[src/rast_pkg.sv]
// Package for the range add / assign / sum tree block.
// Holds the node entry type, command codes, controller states and the
// command and status structs shared by the controller and the datapath.
`default_nettype none

package rast_pkg;

  localparam int CMD_W  = 2;
  localparam int POS_W  = 11;
  localparam int VAL_W  = 64;
  localparam int NODE_W = 3 * VAL_W + 1;

  localparam logic [POS_W-1:0] LEN_RESET = 11'd1024;

  localparam logic [CMD_W-1:0] CMD_ADD    = 2'd0;
  localparam logic [CMD_W-1:0] CMD_ASSIGN = 2'd1;
  localparam logic [CMD_W-1:0] CMD_SUM    = 2'd2;
  localparam logic [CMD_W-1:0] CMD_NONE   = 2'd3;

  // One tree node as stored in memory.
  typedef struct packed {
    logic [VAL_W-1:0] sum;
    logic [VAL_W-1:0] padd;
    logic [VAL_W-1:0] aval;
    logic             avld;
  } node_t;

  typedef enum logic [3:0] {
    ST_CLEAR, ST_IDLE, ST_VISIT, ST_CHECK, ST_COV_MUL, ST_COV_WR,
    ST_PL_RD, ST_PL_MUL, ST_PL_WR, ST_MARK_CLR, ST_DESCEND, ST_RETURN,
    ST_PO_RDL, ST_PO_RDR, ST_PO_WR, ST_FINISH
  } state_t;

  typedef enum logic [4:0] {
    OP_NOP, OP_CLEAR, OP_LOAD, OP_RD_SELF, OP_CAP_SELF, OP_COVER_MUL,
    OP_COVER_WR, OP_RD_CHILD, OP_CHILD_MUL, OP_CHILD_WR, OP_MARK_CLR,
    OP_DESCEND, OP_RETURN, OP_PO_RDL, OP_PO_RDR, OP_PO_WR, OP_FINISH
  } dp_op_t;

  typedef struct packed {
    dp_op_t op;
    logic   side;
  } dp_cmd_t;

  typedef struct packed {
    logic clr_last;
    logic in_skip;
    logic outside;
    logic covered;
    logic leafish;
    logic has_mark;
    logic stack_empty;
    logic top_right;
    logic is_query;
    logic out_busy;
  } dp_stat_t;

endpackage

`default_nettype wire

[src/rast_ctrl.sv]
// Controller state machine that walks the tree one node step at a time.
// Depends on rast_pkg for states, commands and status.
`default_nettype none

module rast_ctrl import rast_pkg::*; (
  input  wire logic     clk,
  input  wire logic     rst_n,
  input  wire logic     in_valid,
  output logic          in_ready,
  input  wire dp_stat_t stat,
  output dp_cmd_t       cmd
);

  state_t state_r, state_nxt;
  logic   side_r, side_nxt;

  // State and side registers.
  always_ff @(posedge clk) begin
    if (!rst_n) begin
      state_r <= ST_CLEAR;
      side_r  <= 1'b0;
    end else begin
      state_r <= state_nxt;
      side_r  <= side_nxt;
    end
  end

  // Next state.
  always_comb begin
    state_nxt = state_r;
    side_nxt  = side_r;
    case (state_r)
      ST_CLEAR:    if (stat.clr_last) state_nxt = ST_IDLE;
      ST_IDLE:     if (in_valid) state_nxt = stat.in_skip ? ST_IDLE : ST_VISIT;
      ST_VISIT:    state_nxt = stat.outside ? ST_RETURN : ST_CHECK;
      ST_CHECK: begin
        if (stat.covered) begin
          state_nxt = stat.is_query ? ST_RETURN : ST_COV_MUL;
        end else if (stat.leafish) begin
          state_nxt = ST_RETURN;
        end else if (stat.has_mark) begin
          state_nxt = ST_PL_RD;
          side_nxt  = 1'b0;
        end else begin
          state_nxt = ST_DESCEND;
        end
      end
      ST_COV_MUL:  state_nxt = ST_COV_WR;
      ST_COV_WR:   state_nxt = ST_RETURN;
      ST_PL_RD:    state_nxt = ST_PL_MUL;
      ST_PL_MUL:   state_nxt = ST_PL_WR;
      ST_PL_WR: begin
        if (!side_r) begin
          side_nxt  = 1'b1;
          state_nxt = ST_PL_RD;
        end else begin
          state_nxt = ST_MARK_CLR;
        end
      end
      ST_MARK_CLR: state_nxt = ST_DESCEND;
      ST_DESCEND:  state_nxt = ST_VISIT;
      ST_RETURN: begin
        if (stat.stack_empty) state_nxt = ST_FINISH;
        else if (!stat.top_right) state_nxt = ST_VISIT;
        else state_nxt = stat.is_query ? ST_RETURN : ST_PO_RDL;
      end
      ST_PO_RDL:   state_nxt = ST_PO_RDR;
      ST_PO_RDR:   state_nxt = ST_PO_WR;
      ST_PO_WR:    state_nxt = ST_RETURN;
      ST_FINISH:   if (!(stat.is_query && stat.out_busy)) state_nxt = ST_IDLE;
      default:     state_nxt = ST_IDLE;
    endcase
  end

  // Outputs.
  always_comb begin
    in_ready = 1'b0;
    cmd.side = side_r;
    cmd.op   = OP_NOP;
    case (state_r)
      ST_CLEAR:    cmd.op = OP_CLEAR;
      ST_IDLE: begin
        in_ready = 1'b1;
        if (in_valid) cmd.op = OP_LOAD;
      end
      ST_VISIT:    cmd.op = OP_RD_SELF;
      ST_CHECK:    cmd.op = OP_CAP_SELF;
      ST_COV_MUL:  cmd.op = OP_COVER_MUL;
      ST_COV_WR:   cmd.op = OP_COVER_WR;
      ST_PL_RD:    cmd.op = OP_RD_CHILD;
      ST_PL_MUL:   cmd.op = OP_CHILD_MUL;
      ST_PL_WR:    cmd.op = OP_CHILD_WR;
      ST_MARK_CLR: cmd.op = OP_MARK_CLR;
      ST_DESCEND:  cmd.op = OP_DESCEND;
      ST_RETURN:   cmd.op = OP_RETURN;
      ST_PO_RDL:   cmd.op = OP_PO_RDL;
      ST_PO_RDR:   cmd.op = OP_PO_RDR;
      ST_PO_WR:    cmd.op = OP_PO_WR;
      ST_FINISH:   cmd.op = OP_FINISH;
      default:     cmd.op = OP_NOP;
    endcase
  end

`ifndef SYNTH
  a_ready_no_clear: assert property (@(posedge clk) disable iff (!rst_n)
    (state_r == ST_CLEAR) |-> (!in_ready && cmd.op == OP_CLEAR))
    else $error("ready raised during clearing pass");
  a_push_two_sides: assert property (@(posedge clk) disable iff (!rst_n)
    (state_r == ST_PL_WR && !side_r) |=> (state_r == ST_PL_RD && side_r))
    else $error("right child push skipped");
  a_finish_idle: assert property (@(posedge clk) disable iff (!rst_n)
    (state_r == ST_FINISH && !stat.out_busy) |=> (state_r == ST_IDLE))
    else $error("finish did not return to idle");
`endif

endmodule

`default_nettype wire

[config.mk]
export PLATFORM = sky130hd
export DESIGN_NAME = rast_ctrl
export DESIGN_NICKNAME = d
export VERILOG_FILES = /design/src/rast_pkg.sv /design/src/rast_ctrl.sv
export SDC_FILE = /design/constraint.sdc
export NUM_CORES = 1
export LEC_CHECK = 0
export BUFFER_PORTS_ARGS = -buffer_cell sky130_fd_sc_hd__buf_2
export CORE_AREA = 3 3 40 42
export DETAILED_ROUTE_END_ITERATION = 12
export DIE_AREA = 0 0 43 45
export PLACE_DENSITY = 0.67
export SLEW_MARGIN = 20
export SYNTH_ARGS = -nofsm -noshare
export SYNTH_HDL_FRONTEND = slang
export SYNTH_SLANG_ARGS = --single-unit
export TNS_END_PERCENT = 10
[constraint.sdc]
create_clock -name clk -period 3 [get_ports clk]
set_input_delay 0.15 -clock clk [delete_from_list [all_inputs] [get_ports clk]]
set_output_delay 0.15 -clock clk [all_outputs]
set_load 0.005 [all_outputs]
[Word level (Yosys, flattened, before mapping)]
Index checks and enable logic that the tools add are counted.
Cells by class
  equality and inequality tests: 21
  multiplexer cells: 21
  reductions and logical operators: 6
Operator list (count)
  5-bit one-hot mux with 16 select lines: 1
  4-bit one-hot mux with 15 select lines: 1
  4-bit 2-to-1 mux: 11
  4-bit == test (second input constant): 8
  4-bit by 3-bit == test with 1-bit output (second input constant): 4
  2-bit inequality test (second input constant): 6
  4-bit by 2-bit == test with 1-bit output (second input constant): 2
  4-bit by 1-bit == test with 1-bit output (second input constant): 1
  4-bit logical NOT: 1
  1-bit 2-to-1 mux: 4
  2-bit 2-to-1 mux: 2
  4-bit AND reduction: 1
  3-bit 2-to-1 mux: 1
  3-bit AND reduction: 1
  1-bit one-hot mux with 2 select lines: 1
  2-bit nonzero test: 1
  2-bit OR reduction: 1
  1-bit logical AND: 1
Storage, ports and cells
  register bits after elaboration: 5
  input bits: 13
  output and inout port bits: 7
  logic and storage cells: 50

[Longest topological paths before layout]
  word-level depth: 4
  depth in mapped cells: 6
  mapped depth without buffers: 5

[Worst setup path before layout]
No wires, ideal clock.
  path kind: register to register
  start point: reg state_r[3]
  end point: reg state_r[3]
  setup time: 0.070 ns
  arrival: 1.346 ns
  required time: 2.930 ns
  setup slack: 1.584 ns
  stages on the path, launching flop included: 7
  buffers on the path: 1
  clock period less this slack: 1.416 ns
  cell sequence: dfxtp_1 > buf_6 > or2_4 > or3_4 > o22ai_1 > a21oi_1 > a21boi_1
On the way
  word-level cells in the longest chain between the ends: 3
  elaborated cells between the ends (all ways): 22
  those cells by class: 18 x eq/ne; 1 x mux; 3 x reduce/logical
RTL lines
  start: declaration: RTL line rast_ctrl.sv:14  | state_t state_r, state_nxt;
  start signal: assignment: RTL line rast_ctrl.sv:23  | state_r <= state_nxt;
  4-bit == test (tied with other cells): RTL line rast_ctrl.sv:32  | case (state_r)
  2-bit OR reduction (no source line) or 2-bit inequality test (tied branches)
  4-bit one-hot mux with 15 select lines or 3-bit AND reduction (tied branches)
Several ways; a longest one is shown, not always the timed one.
A chain may end at the register's enable or synchronous reset.

==> metrics <==
DR pass1 iterations=4; initial antenna violation count=0; synth-to-layout area growth=20.8%; post-synthesis sequential area ratio=18.9%; initial core utilization=41.3%; multi-input logic area=between 300 and 400 sq um; Post-CTS Resized=0; Synth area leaders=dfxtp_1 19%, a21oi_1 8.5%, o21ai_0 6.6%, nand3_1 5.7%, nor2_1 5.7%; total chip power=around 190 uW; Routed WL=1.53 mm; Least-Margin Pin Slew=0.478 ns; fmax=roughly 0.6 GHz; Iter 0 DRT Violations=25; vias in the first global route=~580; Core Area=0.00128 sq mm; post-route ant nets=0; Adder-Cell Fraction of Synth Area=0%; status=completed; synthesized flop and latch total=5; type of the worst setup path=reg2out; # fillers=130; # IOs=20; number of synthesized flops with an enable pin=0; CTS tree=built; Die Height=45 um; Worst EP arrival=1.51 ns; Vias=roughly 660; H-tree depth=1; PortBufs=19; final routed DRC violation total=0; commonest non-fill, non-tap cell in the layout=buf_2; endpoint class of the critical path=primary output; Placer Congestion=0.872; top-area cell type share of the netlist area=18.9%; max-slew violation count=0; gr usage total=between 10% and 20%; cell taking the most area after synthesis=dfxtp_1; Compound-Gate Fraction of Synth Area=37.0%; Die Area=0.00194 sq mm; first-pass GRT wire length=roughly 2.5 mm; Via density=about 5.9; CP Max Fanout=16; fin crit period=around 1.7 ns; CTS Buf Count=3; PD cells=300 mW/mm^2; clock skew=around 0.0021 ns; clock root cell=clkbuf_4; Setup Viol. Count Final=0; clk slew on worst S/H paths=about 0.040 ns; synth warn=0; layout cell share with drive strength beyond 1=about 26%; nets=between 100 and 150; crit start category=flop; unrepaired setup endpoints after global routing=false; Post-CTS Setup Bufs=0; Synth Area per Inst=approximately 6.7 sq um; Synth Cell Area=around 530 sq um; predominant post-synthesis flop cell=dfxtp_1; Syn Nets=~90; # rows=13; mux cell area share after synthesis=0%; CTS hold repair buffers=0; Seq. cell area=about 100 sq um; Worst-Skew Late Latency=0.24 ns; Fin. Hold Viols=0; Horiz. Die Dim=around 43 um; total grt overflow=0; cell total after placement=approximately 110; Final period util=a little under three fifths; worst min path class=in2reg; largest net degree at the start of global routing=17; Max Cap Viol=0; final cell count without fillers=roughly 110; main combinational cell family by area after synthesis=compound AO/OA/AOI/OAI gates; clock sinks=5; setup tns final=0 ns; worst path required time=between 2 and 3 ns; Ant. Diodes=0; half-perimeter wire length after placement=about 1.1 mm; XOR/XNOR Fraction of Synth Area=under 10%; WL per Instance=13.6 um; Max clock buf depth=2; commonest non-fill, non-tap cells in the layout=19 x buf_2, 9 x a21oi_1, 8 x nor2_1; Cells after Synth=between 70 and 80; Yosys cell types=31; VDD IR max=about 0.14 mV; Leak=about 0.25 nW; asr flop ratio synth=0%; Post-Synth Simple-Gate Area=33.0%; Slew Limit Headroom=a little under 70%
## synthesized netlist by cell type, types with 2 or more instances
cell	count
a21oi_1	9
nor2_1	8
o21ai_0	7
nand3_1	6
dfxtp_1	5
nand2_1	4
nand2b_1	4
clkbuf_1	3
inv_1	3
nor3_1	3
a31oi_1	2
and2_1	2
o211ai_1	2
o21a_1	2
o22ai_1	2
xnor2_1	2
## worst paths after layout
path | startpoint | endpoint | slack (ns) | cells past startpoint
setup / recovery | state_r[1] | cmd[4] | 1.34 | 4
setup reg to reg | state_r[3] | state_r[1] | 1.37 | 5
hold reg to reg | side_r | side_r | 0.57 | 2
hold / removal | rst_n | state_r[1] | 0.19 | 2
## routing by layer
| layer | track usage (%) | wire length (um) | vias up |
|---|---|---|---|
| met1 | 20.5 | 667 | 297 |
| met4 | 7.23 | 29 | 0 |
| li1 | - | - | 328 |
| met2 | 26.9 | 708 | 31 |
| met5 | 0 | 0 | - |
| met3 | 5.58 | 120 | 6 |
## power by group
group	switching [mW]	internal, mW	total (mW)
combinational	0.0197	0.0192	0.0389
clock	0.0277	0.0503	0.0780
sequential	0.00676	0.0687	0.0754
total	0.0542	0.138	0.192
## sequential cells by signal (all words and copies together) (netlist names)
signal   flops
side_r       1
state_r      4
## logic make-up after synthesis
kind of cell / Yosys count
DFF: 5
buffers and inverters: 8
xor gates and xnor gates: 2
and+or+nand+nor: 33
AOI/OAI and AO/OA: 31
## cell type report
| class | count | share of cell area, % |
|---|---|---|
| Clock buffer | 4 | 4.10 |
| Inverter | 3 | 1.76 |
| Multi-Input combinational cell | 66 | 60.7 |
| Sequential cell | 5 | 15.6 |
| Tap cell | 15 | 2.93 |
| Timing Repair Buffer | 19 | 14.8 |
## worst max-delay path: stages (launching register included)
cell     delay, ns
dfxtp_1       0.61
and2_1        0.29
nand2_1       0.09
xnor2_1       0.14
buf_2         0.14
## metrics by stage
stage | area, sq um | hold WS (ns) | utilization, % | setup slack (ns)
6_report | 641 | 0.186 | 49.9 | 1.34
3_3_place_gp | 614 | 0.430 | 47.8 | 1.43
4_1_cts | 641 | 0.184 | 49.9 | 1.35
3_5_place_dp | 614 | 0.434 | 47.8 | 1.40
5_1_grt | 641 | 0.187 | 49.9 | 1.26
2_1_floorplan | 531 | 0.267 | - | 1.58
Note: power is estimated with default switching activity, not from simulation.
